`src/rtl/core/opbe_pkg.sv`:
```
// Shared constants, register indexes and control types of the pulse bucket encoder.
package opbe_pkg;

  localparam int TABLE_DEPTH   = 16;
  localparam int MAX_CODE_BITS = 31;

  localparam int UNIT_W   = 16;
  localparam int FACTOR_W = 7;
  localparam int DUR_W    = 23;
  localparam int IDX_W    = 4;
  localparam int CNT_W    = IDX_W + 1;
  localparam int CODE_W   = 31;
  localparam int BITCNT_W = 5;

  localparam int CFG_IDX_W  = 3;
  localparam int CFG_DATA_W = 16;

  localparam int S_TDATA_W = 40;
  localparam int M_TDATA_W = 32;
  localparam int M_TUSER_W = 3;

  localparam logic [CFG_IDX_W-1:0] REG_PULSE_UNIT = 3'd0;
  localparam logic [CFG_IDX_W-1:0] REG_SYNC_HIGH  = 3'd1;
  localparam logic [CFG_IDX_W-1:0] REG_SYNC_LOW   = 3'd2;
  localparam logic [CFG_IDX_W-1:0] REG_ZERO_HIGH  = 3'd3;
  localparam logic [CFG_IDX_W-1:0] REG_ZERO_LOW   = 3'd4;
  localparam logic [CFG_IDX_W-1:0] REG_ONE_HIGH   = 3'd5;
  localparam logic [CFG_IDX_W-1:0] REG_ONE_LOW    = 3'd6;

  localparam logic [UNIT_W-1:0]   RST_PULSE_UNIT = 16'd350;
  localparam logic [FACTOR_W-1:0] RST_SYNC_HIGH  = 7'd1;
  localparam logic [FACTOR_W-1:0] RST_SYNC_LOW   = 7'd31;
  localparam logic [FACTOR_W-1:0] RST_ZERO_HIGH  = 7'd1;
  localparam logic [FACTOR_W-1:0] RST_ZERO_LOW   = 7'd3;
  localparam logic [FACTOR_W-1:0] RST_ONE_HIGH   = 7'd3;
  localparam logic [FACTOR_W-1:0] RST_ONE_LOW    = 7'd1;

  localparam int NUM_PROD = 6;
  localparam int PROD_W   = 3;
  localparam logic [PROD_W-1:0] PROD_SYNC_HIGH = 3'd0;
  localparam logic [PROD_W-1:0] PROD_SYNC_LOW  = 3'd1;
  localparam logic [PROD_W-1:0] PROD_ZERO_HIGH = 3'd2;
  localparam logic [PROD_W-1:0] PROD_ZERO_LOW  = 3'd3;
  localparam logic [PROD_W-1:0] PROD_ONE_HIGH  = 3'd4;
  localparam logic [PROD_W-1:0] PROD_ONE_LOW   = 3'd5;

  localparam logic ACTION_SEND  = 1'b0;
  localparam logic ACTION_CLEAR = 1'b1;

  typedef struct packed {
    logic                load;
    logic                clear;
    logic                prep_en;
    logic [PROD_W-1:0]   prep_idx;
    logic                emit;
    logic                sync;
    logic                high;
    logic                last;
    logic [BITCNT_W-1:0] bit_left;
  } opbe_cmd_t;

  typedef struct packed {
    logic [BITCNT_W-1:0] sat_count;
    logic                code_bit;
    logic                out_free;
  } opbe_status_t;

endpackage

```
`src/rtl/core/opbe_ctrl.sv`:
```
// Sequencer: accepts items, runs the product pass and steps through the pulses of a frame.
module opbe_ctrl import opbe_pkg::*; (
  input  logic         clk,
  input  logic         rst,
  input  logic         s_tvalid,
  output logic         s_tready,
  input  logic         action,
  input  opbe_status_t status,
  output opbe_cmd_t    cmd
);

  localparam logic [1:0] ST_IDLE = 2'd0;
  localparam logic [1:0] ST_PREP = 2'd1;
  localparam logic [1:0] ST_RUN  = 2'd2;

  logic [1:0]          state, state_next;
  logic [PROD_W-1:0]   prep_cnt, prep_cnt_next;
  logic [BITCNT_W-1:0] bit_left, bit_left_next;
  logic                high, high_next;
  logic                sync, sync_next;
  logic                accept;

  assign s_tready = (state == ST_IDLE);
  assign accept   = s_tvalid && s_tready;

  always_comb begin
    state_next    = state;
    prep_cnt_next = prep_cnt;
    bit_left_next = bit_left;
    high_next     = high;
    sync_next     = sync;
    cmd           = '0;
    cmd.prep_idx  = prep_cnt;
    cmd.bit_left  = bit_left;
    cmd.sync      = sync;
    cmd.high      = high;
    cmd.last      = sync && !high;
    unique case (state)
      ST_IDLE: begin
        if (accept) begin
          if (action == ACTION_CLEAR) begin
            cmd.clear = 1'b1;
          end else begin
            cmd.load      = 1'b1;
            prep_cnt_next = '0;
            bit_left_next = status.sat_count;
            sync_next     = (status.sat_count == '0);
            high_next     = 1'b1;
            state_next    = ST_PREP;
          end
        end
      end
      ST_PREP: begin
        cmd.prep_en   = 1'b1;
        prep_cnt_next = prep_cnt + 1'b1;
        if (prep_cnt == PROD_W'(NUM_PROD - 1)) begin
          state_next = ST_RUN;
        end
      end
      ST_RUN: begin
        if (status.out_free) begin
          cmd.emit = 1'b1;
          if (!sync) begin
            if (high) begin
              high_next = 1'b0;
            end else begin
              high_next     = 1'b1;
              bit_left_next = bit_left - 1'b1;
              if (bit_left == BITCNT_W'(1)) begin
                sync_next = 1'b1;
              end
            end
          end else if (high) begin
            high_next = 1'b0;
          end else begin
            state_next = ST_IDLE;
          end
        end
      end
      default: begin
        state_next = ST_IDLE;
      end
    endcase
  end

  always_ff @(posedge clk) begin
    if (rst) begin
      state    <= ST_IDLE;
      prep_cnt <= '0;
      bit_left <= '0;
      high     <= 1'b1;
      sync     <= 1'b0;
    end else begin
      state    <= state_next;
      prep_cnt <= prep_cnt_next;
      bit_left <= bit_left_next;
      high     <= high_next;
      sync     <= sync_next;
    end
  end

endmodule

```
`src/rtl/core/opbe_datapath.sv`:
```
// Datapath: configuration, pulse products, duration table lookup and result register.
module opbe_datapath import opbe_pkg::*; (
  input  logic                  clk,
  input  logic                  rst,
  input  logic                  cfg_we,
  input  logic [CFG_IDX_W-1:0]  cfg_index,
  input  logic [CFG_DATA_W-1:0] cfg_data,
  input  logic [S_TDATA_W-1:0]  s_tdata,
  input  opbe_cmd_t             cmd,
  output opbe_status_t          status,
  output logic                  m_tvalid,
  input  logic                  m_tready,
  output logic [M_TDATA_W-1:0]  m_tdata,
  output logic [M_TUSER_W-1:0]  m_tuser,
  output logic                  m_tlast
);

  logic [UNIT_W-1:0]   pulse_unit;
  logic [FACTOR_W-1:0] sync_high_factor, sync_low_factor;
  logic [FACTOR_W-1:0] zero_high_factor, zero_low_factor;
  logic [FACTOR_W-1:0] one_high_factor, one_low_factor;

  logic [CODE_W-1:0]   code_q;
  logic [DUR_W-1:0]    prod_q [NUM_PROD];
  logic [DUR_W-1:0]    dur_table [TABLE_DEPTH];
  logic [CNT_W-1:0]    entry_count;

  logic [FACTOR_W-1:0] factor;
  logic [DUR_W-1:0]    product;
  logic [CODE_W-1:0]   code_shift;
  logic [BITCNT_W-1:0] in_count;
  logic [PROD_W-1:0]   sel;
  logic [DUR_W-1:0]    dur;
  logic [TABLE_DEPTH-1:0] hit;
  logic                found;
  logic                full;
  logic [IDX_W-1:0]    hit_idx;
  logic [IDX_W-1:0]    out_idx;

  logic [IDX_W-1:0]    idx_q;
  logic [DUR_W-1:0]    dur_q;
  logic                high_q, new_q, over_q, last_q;

  always_ff @(posedge clk) begin
    if (rst) begin
      pulse_unit       <= RST_PULSE_UNIT;
      sync_high_factor <= RST_SYNC_HIGH;
      sync_low_factor  <= RST_SYNC_LOW;
      zero_high_factor <= RST_ZERO_HIGH;
      zero_low_factor  <= RST_ZERO_LOW;
      one_high_factor  <= RST_ONE_HIGH;
      one_low_factor   <= RST_ONE_LOW;
    end else if (cfg_we) begin
      unique case (cfg_index)
        REG_PULSE_UNIT: pulse_unit       <= cfg_data[UNIT_W-1:0];
        REG_SYNC_HIGH:  sync_high_factor <= cfg_data[FACTOR_W-1:0];
        REG_SYNC_LOW:   sync_low_factor  <= cfg_data[FACTOR_W-1:0];
        REG_ZERO_HIGH:  zero_high_factor <= cfg_data[FACTOR_W-1:0];
        REG_ZERO_LOW:   zero_low_factor  <= cfg_data[FACTOR_W-1:0];
        REG_ONE_HIGH:   one_high_factor  <= cfg_data[FACTOR_W-1:0];
        REG_ONE_LOW:    one_low_factor   <= cfg_data[FACTOR_W-1:0];
        default: ;
      endcase
    end
  end

  assign in_count = s_tdata[CODE_W +: BITCNT_W];
  assign status.sat_count = (in_count > BITCNT_W'(MAX_CODE_BITS)) ?
                            BITCNT_W'(MAX_CODE_BITS) : in_count;
  assign code_shift = code_q >> (cmd.bit_left - 1'b1);
  assign status.code_bit = code_shift[0];
  assign status.out_free = !m_tvalid || m_tready;

  always_ff @(posedge clk) begin
    if (cmd.load) begin
      code_q <= s_tdata[CODE_W-1:0];
    end
  end

  always_comb begin
    unique case (cmd.prep_idx)
      PROD_SYNC_HIGH: factor = sync_high_factor;
      PROD_SYNC_LOW:  factor = sync_low_factor;
      PROD_ZERO_HIGH: factor = zero_high_factor;
      PROD_ZERO_LOW:  factor = zero_low_factor;
      PROD_ONE_HIGH:  factor = one_high_factor;
      PROD_ONE_LOW:   factor = one_low_factor;
      default:        factor = '0;
    endcase
  end

  assign product = {{(DUR_W-UNIT_W){1'b0}}, pulse_unit} *
                   {{(DUR_W-FACTOR_W){1'b0}}, factor};

  always_ff @(posedge clk) begin
    if (cmd.prep_en) begin
      prod_q[cmd.prep_idx] <= product;
    end
  end

  always_comb begin
    if (cmd.sync) begin
      sel = cmd.high ? PROD_SYNC_HIGH : PROD_SYNC_LOW;
    end else if (status.code_bit) begin
      sel = cmd.high ? PROD_ONE_HIGH : PROD_ONE_LOW;
    end else begin
      sel = cmd.high ? PROD_ZERO_HIGH : PROD_ZERO_LOW;
    end
  end

  assign dur = prod_q[sel];

  always_comb begin
    hit_idx = '0;
    for (int k = 0; k < TABLE_DEPTH; k++) begin
      hit[k] = (CNT_W'(k) < entry_count) && (dur_table[k] == dur);
    end
    for (int k = TABLE_DEPTH - 1; k >= 0; k--) begin
      if (hit[k]) begin
        hit_idx = IDX_W'(k);
      end
    end
  end

  assign found = |hit;
  assign full  = (entry_count == CNT_W'(TABLE_DEPTH));

  always_comb begin
    priority if (found) begin
      out_idx = hit_idx;
    end else if (!full) begin
      out_idx = entry_count[IDX_W-1:0];
    end else begin
      out_idx = '0;
    end
  end

  always_ff @(posedge clk) begin
    if (cmd.emit && !found && !full) begin
      dur_table[entry_count[IDX_W-1:0]] <= dur;
    end
  end

  always_ff @(posedge clk) begin
    if (rst) begin
      entry_count <= '0;
    end else if (cmd.clear) begin
      entry_count <= '0;
    end else if (cmd.emit && !found && !full) begin
      entry_count <= entry_count + 1'b1;
    end
  end

  always_ff @(posedge clk) begin
    if (rst) begin
      m_tvalid <= 1'b0;
    end else if (cmd.emit) begin
      m_tvalid <= 1'b1;
    end else if (m_tready) begin
      m_tvalid <= 1'b0;
    end
  end

  always_ff @(posedge clk) begin
    if (cmd.emit) begin
      idx_q  <= out_idx;
      dur_q  <= dur;
      high_q <= cmd.high;
      new_q  <= !found && !full;
      over_q <= !found && full;
      last_q <= cmd.last;
    end
  end

  assign m_tdata = {{(M_TDATA_W-IDX_W-DUR_W){1'b0}}, dur_q, idx_q};
  assign m_tuser = {over_q, new_q, high_q};
  assign m_tlast = last_q;

endmodule

```
`src/rtl/core/ook_pulse_bucket_encoder_top.sv`:
```
// Top level of the OOK pulse bucket encoder: sequencer plus datapath.
//
// Input stream (s_*): one transaction is a send or a clear item; s_tuser is
// the action (0 send, 1 clear). A send walks the lowest bit_count bits of
// code_bits from the most significant down, one high and one low pulse per
// bit, then a sync high and a sync low pulse.
// Output stream (m_*): one transaction per pulse, in time order, carrying
// the duration, its table index and flags; m_tlast marks the sync low pulse.
// Config port: cfg_we writes cfg_data into register cfg_index at once; write
// only while no frame is in flight.
// Sequence: a send is accepted, then a product pass computes the six pulse
// products on one multiplier, then the pulses are issued. Pulses leave one
// per cycle while m_tready does not stall them; a send holds off the input
// until its last pulse is issued, while a clear leaves it ready.
// The table lookup compares all filled entries in parallel in the pulse cycle.
// A stalled m_tready holds the result register and the pulse stepping; s_tready
// is high only between frames. Reset restores the register defaults, empties
// the duration table and drops any pending result.
module ook_pulse_bucket_encoder_top import opbe_pkg::*; (
  input  logic                  clk,
  input  logic                  rst,
  input  logic                  cfg_we,
  input  logic [CFG_IDX_W-1:0]  cfg_index,
  input  logic [CFG_DATA_W-1:0] cfg_data,
  input  logic                  s_tvalid,
  output logic                  s_tready,
  input  logic [S_TDATA_W-1:0]  s_tdata,   // code_bits[30:0], bit_count[35:31], zeros
  input  logic                  s_tuser,   // action
  output logic                  m_tvalid,
  input  logic                  m_tready,
  output logic [M_TDATA_W-1:0]  m_tdata,   // bucket_index[3:0], pulse_duration[26:4], zeros
  output logic [M_TUSER_W-1:0]  m_tuser,   // level_high, new_entry, table_overflow
  output logic                  m_tlast    // last_pulse
);

  opbe_cmd_t    cmd;
  opbe_status_t status;

  opbe_ctrl u_ctrl (
    .clk      (clk),
    .rst      (rst),
    .s_tvalid (s_tvalid),
    .s_tready (s_tready),
    .action   (s_tuser),
    .status   (status),
    .cmd      (cmd)
  );

  opbe_datapath u_dp (
    .clk       (clk),
    .rst       (rst),
    .cfg_we    (cfg_we),
    .cfg_index (cfg_index),
    .cfg_data  (cfg_data),
    .s_tdata   (s_tdata),
    .cmd       (cmd),
    .status    (status),
    .m_tvalid  (m_tvalid),
    .m_tready  (m_tready),
    .m_tdata   (m_tdata),
    .m_tuser   (m_tuser),
    .m_tlast   (m_tlast)
  );

endmodule

```
`config.mk`:
```
export PLATFORM = sky130hd
export DESIGN_NAME = ook_pulse_bucket_encoder_top
export DESIGN_NICKNAME = d
export VERILOG_FILES = /design/src/rtl/core/opbe_pkg.sv /design/src/rtl/core/opbe_ctrl.sv /design/src/rtl/core/opbe_datapath.sv /design/src/rtl/core/ook_pulse_bucket_encoder_top.sv
export SDC_FILE = /design/constraint.sdc
export NUM_CORES = 1
export LEC_CHECK = 0
export ABC_AREA = 1
export BUFFER_PORTS_ARGS = -buffer_cell sky130_fd_sc_hd__buf_4
export CAP_MARGIN = 10
export CORE_AREA = 3 3 176 350
export CTS_CLUSTER_SIZE = 16
export DETAILED_ROUTE_END_ITERATION = 10
export DIE_AREA = 0 0 179 353
export PLACE_DENSITY_LB_ADDON = 0.2
export SLEW_MARGIN = 5
export SYNTH_ARGS = -nofsm -noshare
export SYNTH_HDL_FRONTEND = slang
export SYNTH_SLANG_ARGS = --single-unit
```
`constraint.sdc`:
```
create_clock -name clk -period 20.2 [get_ports clk]
set_input_delay 3.03 -clock clk [delete_from_list [all_inputs] [get_ports clk]]
set_output_delay 3.03 -clock clk [all_outputs]
set_load 0.01 [all_outputs]
```
After elaboration in Yosys (flattened, before gate mapping). Memories as Yosys holds them, arrays and structs flattened. Cells that the tools add are included.

Logic and storage cells: 197. Register bits: 138. Memories kept: 2. Input bits: 65. Output and inout port bits: 38. Bits in writable memories: 506.

Memories: u_dp.dur_table (depth 16, width 23, read ports 16, clocked after Yosys merged registers in 0, write ports 1, line opbe_datapath.sv:25) `logic [DUR_W-1:0] dur_table [TABLE_DEPTH];`; u_dp.prod_q (depth 6, width 23, read ports 1, clocked after Yosys merged registers in 0, write ports 1, line opbe_datapath.sv:24) `logic [DUR_W-1:0] prod_q [NUM_PROD];`.

Add/sub/neg operators: 3. Reductions and logical operators: 47. Multipliers: 1. Equal/unequal tests: 38. Shifts and indexed selects: 1. Order comparisons: 17. Muxes and demuxes: 67.

Operator list (number): 23-bit equality test (16); 4-bit 2-to-1 mux (18); 7-bit case mux with 6 select lines (1); 4-bit by 5-bit less-than comparator with 1-bit output, first input constant (8); 31-bit by 5-bit >> shifter with 1-bit output (1); 5-bit 2-to-1 mux (6); 1-bit 2-to-1 mux (25); 16-bit by 7-bit multiplier with 23-bit output (1); 1-bit logical AND (22); 3-bit by 5-bit less-than comparator with 1-bit output, first input constant (4); 2-bit 2-to-1 mux (8); 16-bit OR reduction (1); 3-bit equality test, second input constant (5); 2-bit AND reduction (7); 3-bit by 2-bit equality test with 1-bit output, second input constant (4); 3-bit 2-to-1 mux (4); 6-bit AND reduction (2); 1-bit by 5-bit less-than comparator with 1-bit output, first input constant (2); 2-bit by 5-bit less-than comparator with 1-bit output, first input constant (2); 2-bit inequality test, second input constant (5); 5-bit case mux with 2 select lines (1); 3-bit by 1-bit equality test with 1-bit output, second input constant (2); 3-bit logical NOT (2); 2-bit case mux with 3 select lines (1); 19 further kinds (26).

Depth between registers and ports, before layout. An unclocked memory read counts as a cell.

Depth after elaboration: 24. Gate-level depth with buffers: 40. Mapped depth without buffers: 36.

Cells and area by module. Synthesis repeated with hierarchy kept, for this count alone.

Cell total of the unflattened synthesis: 2944. Area, all modules: 31297.5 µm².

By module, submodules not included: opbe_datapath (area each 30536.8 µm², cells each 2828, sequential area each 18337.6 µm², times used 1); opbe_ctrl (area each 760.7 µm², cells each 116, sequential area each 240.2 µm², times used 1).

Worst setup path after synthesis. Ideal clock, no wire load.

Path type: reg2reg. From: register u_ctrl.prep_cnt[1]. To: memory u_dp.prod_q[0][22], data pin. Data required time: 19998 ps. Buffers on the path: 0. Setup time: 202 ps. Arrival time: 6496 ps. Cell stages (with the launch flop): 34. Period minus slack after synthesis: 6698 ps. Slack: 13502 ps. Cell sequence: dfxtp_1 -> inv_1 -> ha_1 -> nand2_1 -> inv_1 -> nand2_1 -> inv_1 -> nor4_1 -> inv_1 -> nand2_1 -> fa_1 -> fa_1 -> inv_1 -> fa_1 -> inv_1 -> fa_1 -> inv_1 -> ha_1 -> a21oi_1 -> inv_1 -> a21oi_1 -> o21ai_0 -> a21oi_1 -> o21bai_1 -> nand3_1 -> nand2_1 -> nand2_1 -> nand2_1 -> a21oi_1 -> o21ai_0 -> nand3_1 -> nor2_1 -> a2111oi_0 -> xor2_1.

Cells in the longest elaborated chain, start to end: 3. Elaborated cells on any way between the ends: 8. Those cells by class: mul: 1; eq/ne: 5; mux: 1; reduce/logical: 1.

RTL lines: start, declared (line opbe_ctrl.sv:17) `logic [PROD_W-1:0] prep_cnt, prep_cnt_next;`; start signal, assigned (line opbe_ctrl.sv:95) `prep_cnt <= prep_cnt_next;`; 3-bit equality test, or another cell as far along (line opbe_datapath.sv:81) `unique case (cmd.prep_idx)`; 7-bit case mux with 6 select lines (*) (line opbe_datapath.sv:81); 16-bit by 7-bit multiplier with 23-bit output (*) (line opbe_datapath.sv:92) `assign product = {{(DUR_W-UNIT_W){1'b0}}, pulse_unit} *`; named net u_dp.product[22] (line opbe_datapath.sv:29) `logic [DUR_W-1:0] product;`; end, declared (line opbe_datapath.sv:24).

Mark *: on every way through the listed nets, which the timed path passes. The rest lies on a longest branch.

Worst setup path after layout.
From: register u_ctrl.bit_left[0]. To: memory u_dp.dur_table[2][0] (enable).

Cells in the longest elaborated chain, start to end: 13. Elaborated cells on any way between the ends: 43. Those cells by class: add/sub: 1; eq/ne: 16; shift: 1; mux: 4; reduce/logical: 20; memory: 1.

RTL lines: start, declared (line opbe_ctrl.sv:18) `logic [BITCNT_W-1:0] bit_left, bit_left_next;`; start signal, assigned (line opbe_ctrl.sv:96) `bit_left <= bit_left_next;`; 5-bit by 1-bit subtractor with 5-bit output (*) (line opbe_datapath.sv:70) `assign code_shift = code_q >> (cmd.bit_left - 1'b1);`; 31-bit by 5-bit >> shifter with 1-bit output (*) (line opbe_datapath.sv:70); 3-bit 2-to-1 mux (*) (line opbe_datapath.sv:104) `end else if (status.code_bit) begin`; 3-bit 2-to-1 mux (*) (line opbe_datapath.sv:102) `if (cmd.sync) begin`; memory 6 x 23 bit (*); named net u_dp.dur[16] (line opbe_datapath.sv:33) `logic [DUR_W-1:0] dur;`; 23-bit equality test (line opbe_datapath.sv:116) `hit[k] = (CNT_W'(k) < entry_count) && (dur_table[k] == dur);`; 1-bit logical AND (line opbe_datapath.sv:116); 16-bit OR reduction (*) (line opbe_datapath.sv:125) `assign found = |hit;`; 1-bit logical NOT (*) (line opbe_datapath.sv:139) `if (cmd.emit && !found && !full) begin`; 1-bit logical AND (*) (2 in series) (line opbe_datapath.sv:139); 1-bit 2-to-1 mux (*) (line opbe_datapath.sv:139); 1-bit 2-to-1 mux (implied by the code) (*) (line opbe_datapath.sv:140) `dur_table[entry_count[IDX_W-1:0]] <= dur;`; end, declared (line opbe_datapath.sv:25).

Marks and branches as above.

==> impl_metrics.py <==
metrics = {
    "clock_tree": {
        "clk_pin_slew_ns": 0.07,
        "cts_max_path_buffers": 3,
        "htree_levels": 2,
        "hold_buffers": 0,
        "post_cts_buffers": 0,
        "numCtsBuffers": 54,
        "clkSinkCount": 644,
        "clock_latency_ns": 0.63,
        "cts.repair.resized": 0,
        "cts_tree": "done",
        "root_buffer": "clkbuf_16",
    },
    "sta": {
        "rsz0062_at_grt": "false",
        "slew_headroom_pct": 12.40,
        "worst_pin_slew_ns": 1.313,
        "period_needed_ns": 7.525,
        "clock_skew_ns": 0.03018,
        "hold_viol_final": 0,
        "slew_viol_final": 0,
        "whs_ns": 0.4547,
        "finalSetupTns_ns": 0,
        "setup_viol": 0,
        "timing.final.crit_share_pct": 37.25,
        "max_freq_mhz": 132.9,
    },
    "global_route": {
        "antenna_found_initial": 2,
        "grt_usage_pct": 28.18,
        "grt_first_pass_wirelength_um": 132000,
        "grt_max_degree": 67,
        "gr-total-overflow": 0,
        "grt_pass1_vias": 22480,
    },
    "setup_path": {
        "start_kind": "flop",
        "timing.rr.end": "u_dp.dur_table[2][0]",
        "critical_path_required_ns": 20.44,
        "startpoint": "u_ctrl.bit_left[0]",
        "ff2ff_setup_slack_ns": 12.67,
        "worstPathArrival_ns": 7.77,
        "setup.worst_path.class": "reg2reg",
        "reg2regPathDepth": 27,
        "crit_path_end": "u_dp.dur_table[2][0]",
        "endpoint_kind": "flop",
        "crit_path_max_fanout": 24,
        "timing.rr.start": "u_ctrl.bit_left[0]",
    },
    "detailed_routing": {
        "first_iter_violations": 1987,
        "routed_wl_um": 88500,
        "wire_per_inst_um": 23.74,
        "routed-via-count": 21830,
        "vias_per_cell": 5.855,
        "drtAntennaViolNets": 0,
        "drtPass1Iterations": 5,
        "drc": 0,
    },
    "layout": {
        "fillCellCount": 4895,
        "multi_input_area_um2": 10910,
        "final_layout_size_suffix_gt1_share_pct": 10.65,
        "final_nets": 3104,
        "area_delta_synth_final_pct": 9.567,
        "regArea_um2": 18580,
    },
    "run_status": {
        "status": "completed",
    },
    "logic_synthesis": {
        "ys_ff_latch": 644,
        "yosysWarnings": 0,
        "synth-async-reset-ratio_pct": 0,
        "syn_area_um2": 31220,
        "synth-seq-area-share_pct": 59.51,
        "ys_types": 58,
        "synth_edf_count": 568,
        "avgSynthCellArea_um2": 11.02,
        "synth_flop_cell": "edfxtp_1",
        "synth_cells": 2832,
    },
    "floorplanning": {
        "rows": 126,
        "die_h_um": 353,
        "ios": 103,
        "start_util_pct": 52.80,
        "dieArea_um2": 63190,
        "die_width_um": 179,
        "core-area_um2": 59120,
    },
    "placed_design": {
        "dpl.hpwl_um": 59210,
        "numPortBuffers": 93,
        "gp_congestion": 0.9524,
    },
    "flow_run": {
        "drv_cap": 0,
    },
    "min_path": {
        "hold_path.class": "reg2reg",
    },
}
## cells in the final DEF (no fill, tap or decap), types with 20 or more instances in the layout
master	netlist	layout
o21ai_0	117	117
o22ai_1	62	62
dfxtp_1	76	75
nand3_2	36	36
xnor2_1	30	30
nand2_1	555	555
a21oi_1	68	68
nor2_1	309	288
ha_1	52	52
edfxtp_1	568	568
xor2_1	86	86
nand3_1	82	82
o21ai_1	43	43
mux2i_1	43	43
buf_4	32	136
clkbuf_16	0	55
inv_1	275	275
fa_1	69	69
nor2_2	2	20
nand4_1	82	82
## worst max-delay path: stages, from the launching register on
cell and delay [ns]:
dfxtp_1 0.86, inv_6 0.17, ha_1 0.49, inv_1 0.27, nand3_1 0.14, nand3_1 0.10, nand3_2 0.08, nand3_2 0.07
buf_4 0.31, nand2_4 0.34, nand3_2 0.19, nand3_2 0.07, buf_4 0.28, inv_1 1.03, nand2_1 0.10, nand2_1 0.11
nor2_1 0.08, nand2_1 0.08, nor2_1 0.04, nand3_1 0.13, o21ai_1 0.15, nor2_2 0.22, nand2_4 0.11, nor2_8 0.13
nand3_4 0.10, inv_2 0.13, nand2_1 0.22, nor2_2 0.97
## metal layers
metal | part of all wire, % | track usage [%] | wire length, um
met4 | 8.3 | 19.77 | 7358
met2 | 53 | 51.68 | 47300
met5 | 0.031 | 0 | 27
met1 | 32 | 28.92 | 28420
met3 | 6.1 | 3.454 | 5388
## layout make-up
class	instances	share of cell area, %
clock inverters	31	0.5926
diodes	1	0.007316
repair buffers	137	3.029
clock buffers	66	4.145
multi-input cells	1792	31.91
flip-flops and latches	644	54.33
well taps	768	2.809
inverters	289	3.186
## registers in the layout (all words and copies together) (netlist names)
| register | count |
|---|---|
| u_ctrl.bit_left | 5 |
| u_ctrl.high | 1 |
| u_ctrl.prep_cnt | 3 |
| u_ctrl.state | 2 |
| u_ctrl.sync | 1 |
| u_dp.code_q | 31 |
| u_dp.dur_q | 23 |
| u_dp.dur_table | 368 |
| u_dp.entry_count | 5 |
| u_dp.high_q | 1 |
| u_dp.idx_q | 4 |
| u_dp.m_tlast | 1 |
| u_dp.m_tvalid | 1 |
| u_dp.new_q | 1 |
| u_dp.one_high_factor | 7 |
| u_dp.one_low_factor | 7 |
| u_dp.over_q | 1 |
| u_dp.prod_q | 138 |
| u_dp.pulse_unit | 16 |
| u_dp.sync_high_factor | 7 |
| u_dp.sync_low_factor | 7 |
| u_dp.zero_high_factor | 7 |
| u_dp.zero_low_factor | 7 |
## worst min path at each step
stage / startpoint / endpoint / slack (ns) / cells past startpoint
after floorplan: u_ctrl.high / u_dp.high_q / 0.41 / 0
after global placement: u_dp.zero_low_factor[1] / u_dp.zero_low_factor[1] / 0.44 / 2
after detailed placement: u_dp.one_high_factor[4] / u_dp.one_high_factor[4] / 0.45 / 2
after CTS: u_dp.one_high_factor[4] / u_dp.one_high_factor[4] / 0.46 / 2
after global routing: u_dp.one_high_factor[6] / u_dp.one_high_factor[6] / 0.48 / 2
final: u_dp.one_high_factor[4] / u_dp.one_high_factor[4] / 0.45 / 2
## cell families (layout without fill, tap and decap cells)
| logic type | count (synthesis) | in the layout | synth area share [%] |
|---|---|---|---|
| and+or+nand+nor | 1129 | 1129 | 16.27 |
| DFF | 644 | 644 | 59.51 |
| buffers and inverters | 400 | 523 | 5.876 |
| AOI/OAI and AO/OA | 378 | 378 | 7.190 |
| adders and majority gates | 121 | 121 | 6.509 |
| xor gates and xnor gates | 116 | 116 | 3.254 |
| muxes | 43 | 43 | 1.379 |
| other | 1 | 6 | 0.01201 |
## metrics by stage
step | cell area, um2 | instances | utilization, % | worst slack [ns]
floorplan | 31230 | 2836 | - | 13.50
global placement | 32570 | 3629 | 55.09 | 12.90
detailed placement | 32570 | 3629 | 55.09 | 12.72
CTS | 34190 | 3726 | 57.83 | 12.69
global route | 34200 | 3727 | 57.85 | 12.10
finish | 34200 | 3728 | 57.86 | 12.67
## cell usage after synthesis, drive strengths merged, types with 52 or more instances
master    n  area (um2)
edfxtp  568       17060
ha       52       650.6
inv     287        1082
fa       69        1381
nand3   125       893.4
nand4    85       550.5
dfxtp    76        1521
nand2   564        2155
o22ai    62       387.9
nor2    314        1215
a21oi    68       340.3
xor2     86       753.2
o21ai   161       809.5
buf      86       650.6
Power is left out: the tool's default activity adds up to more than one toggle a clock period on the data nets, which glitch-free logic cannot reach.
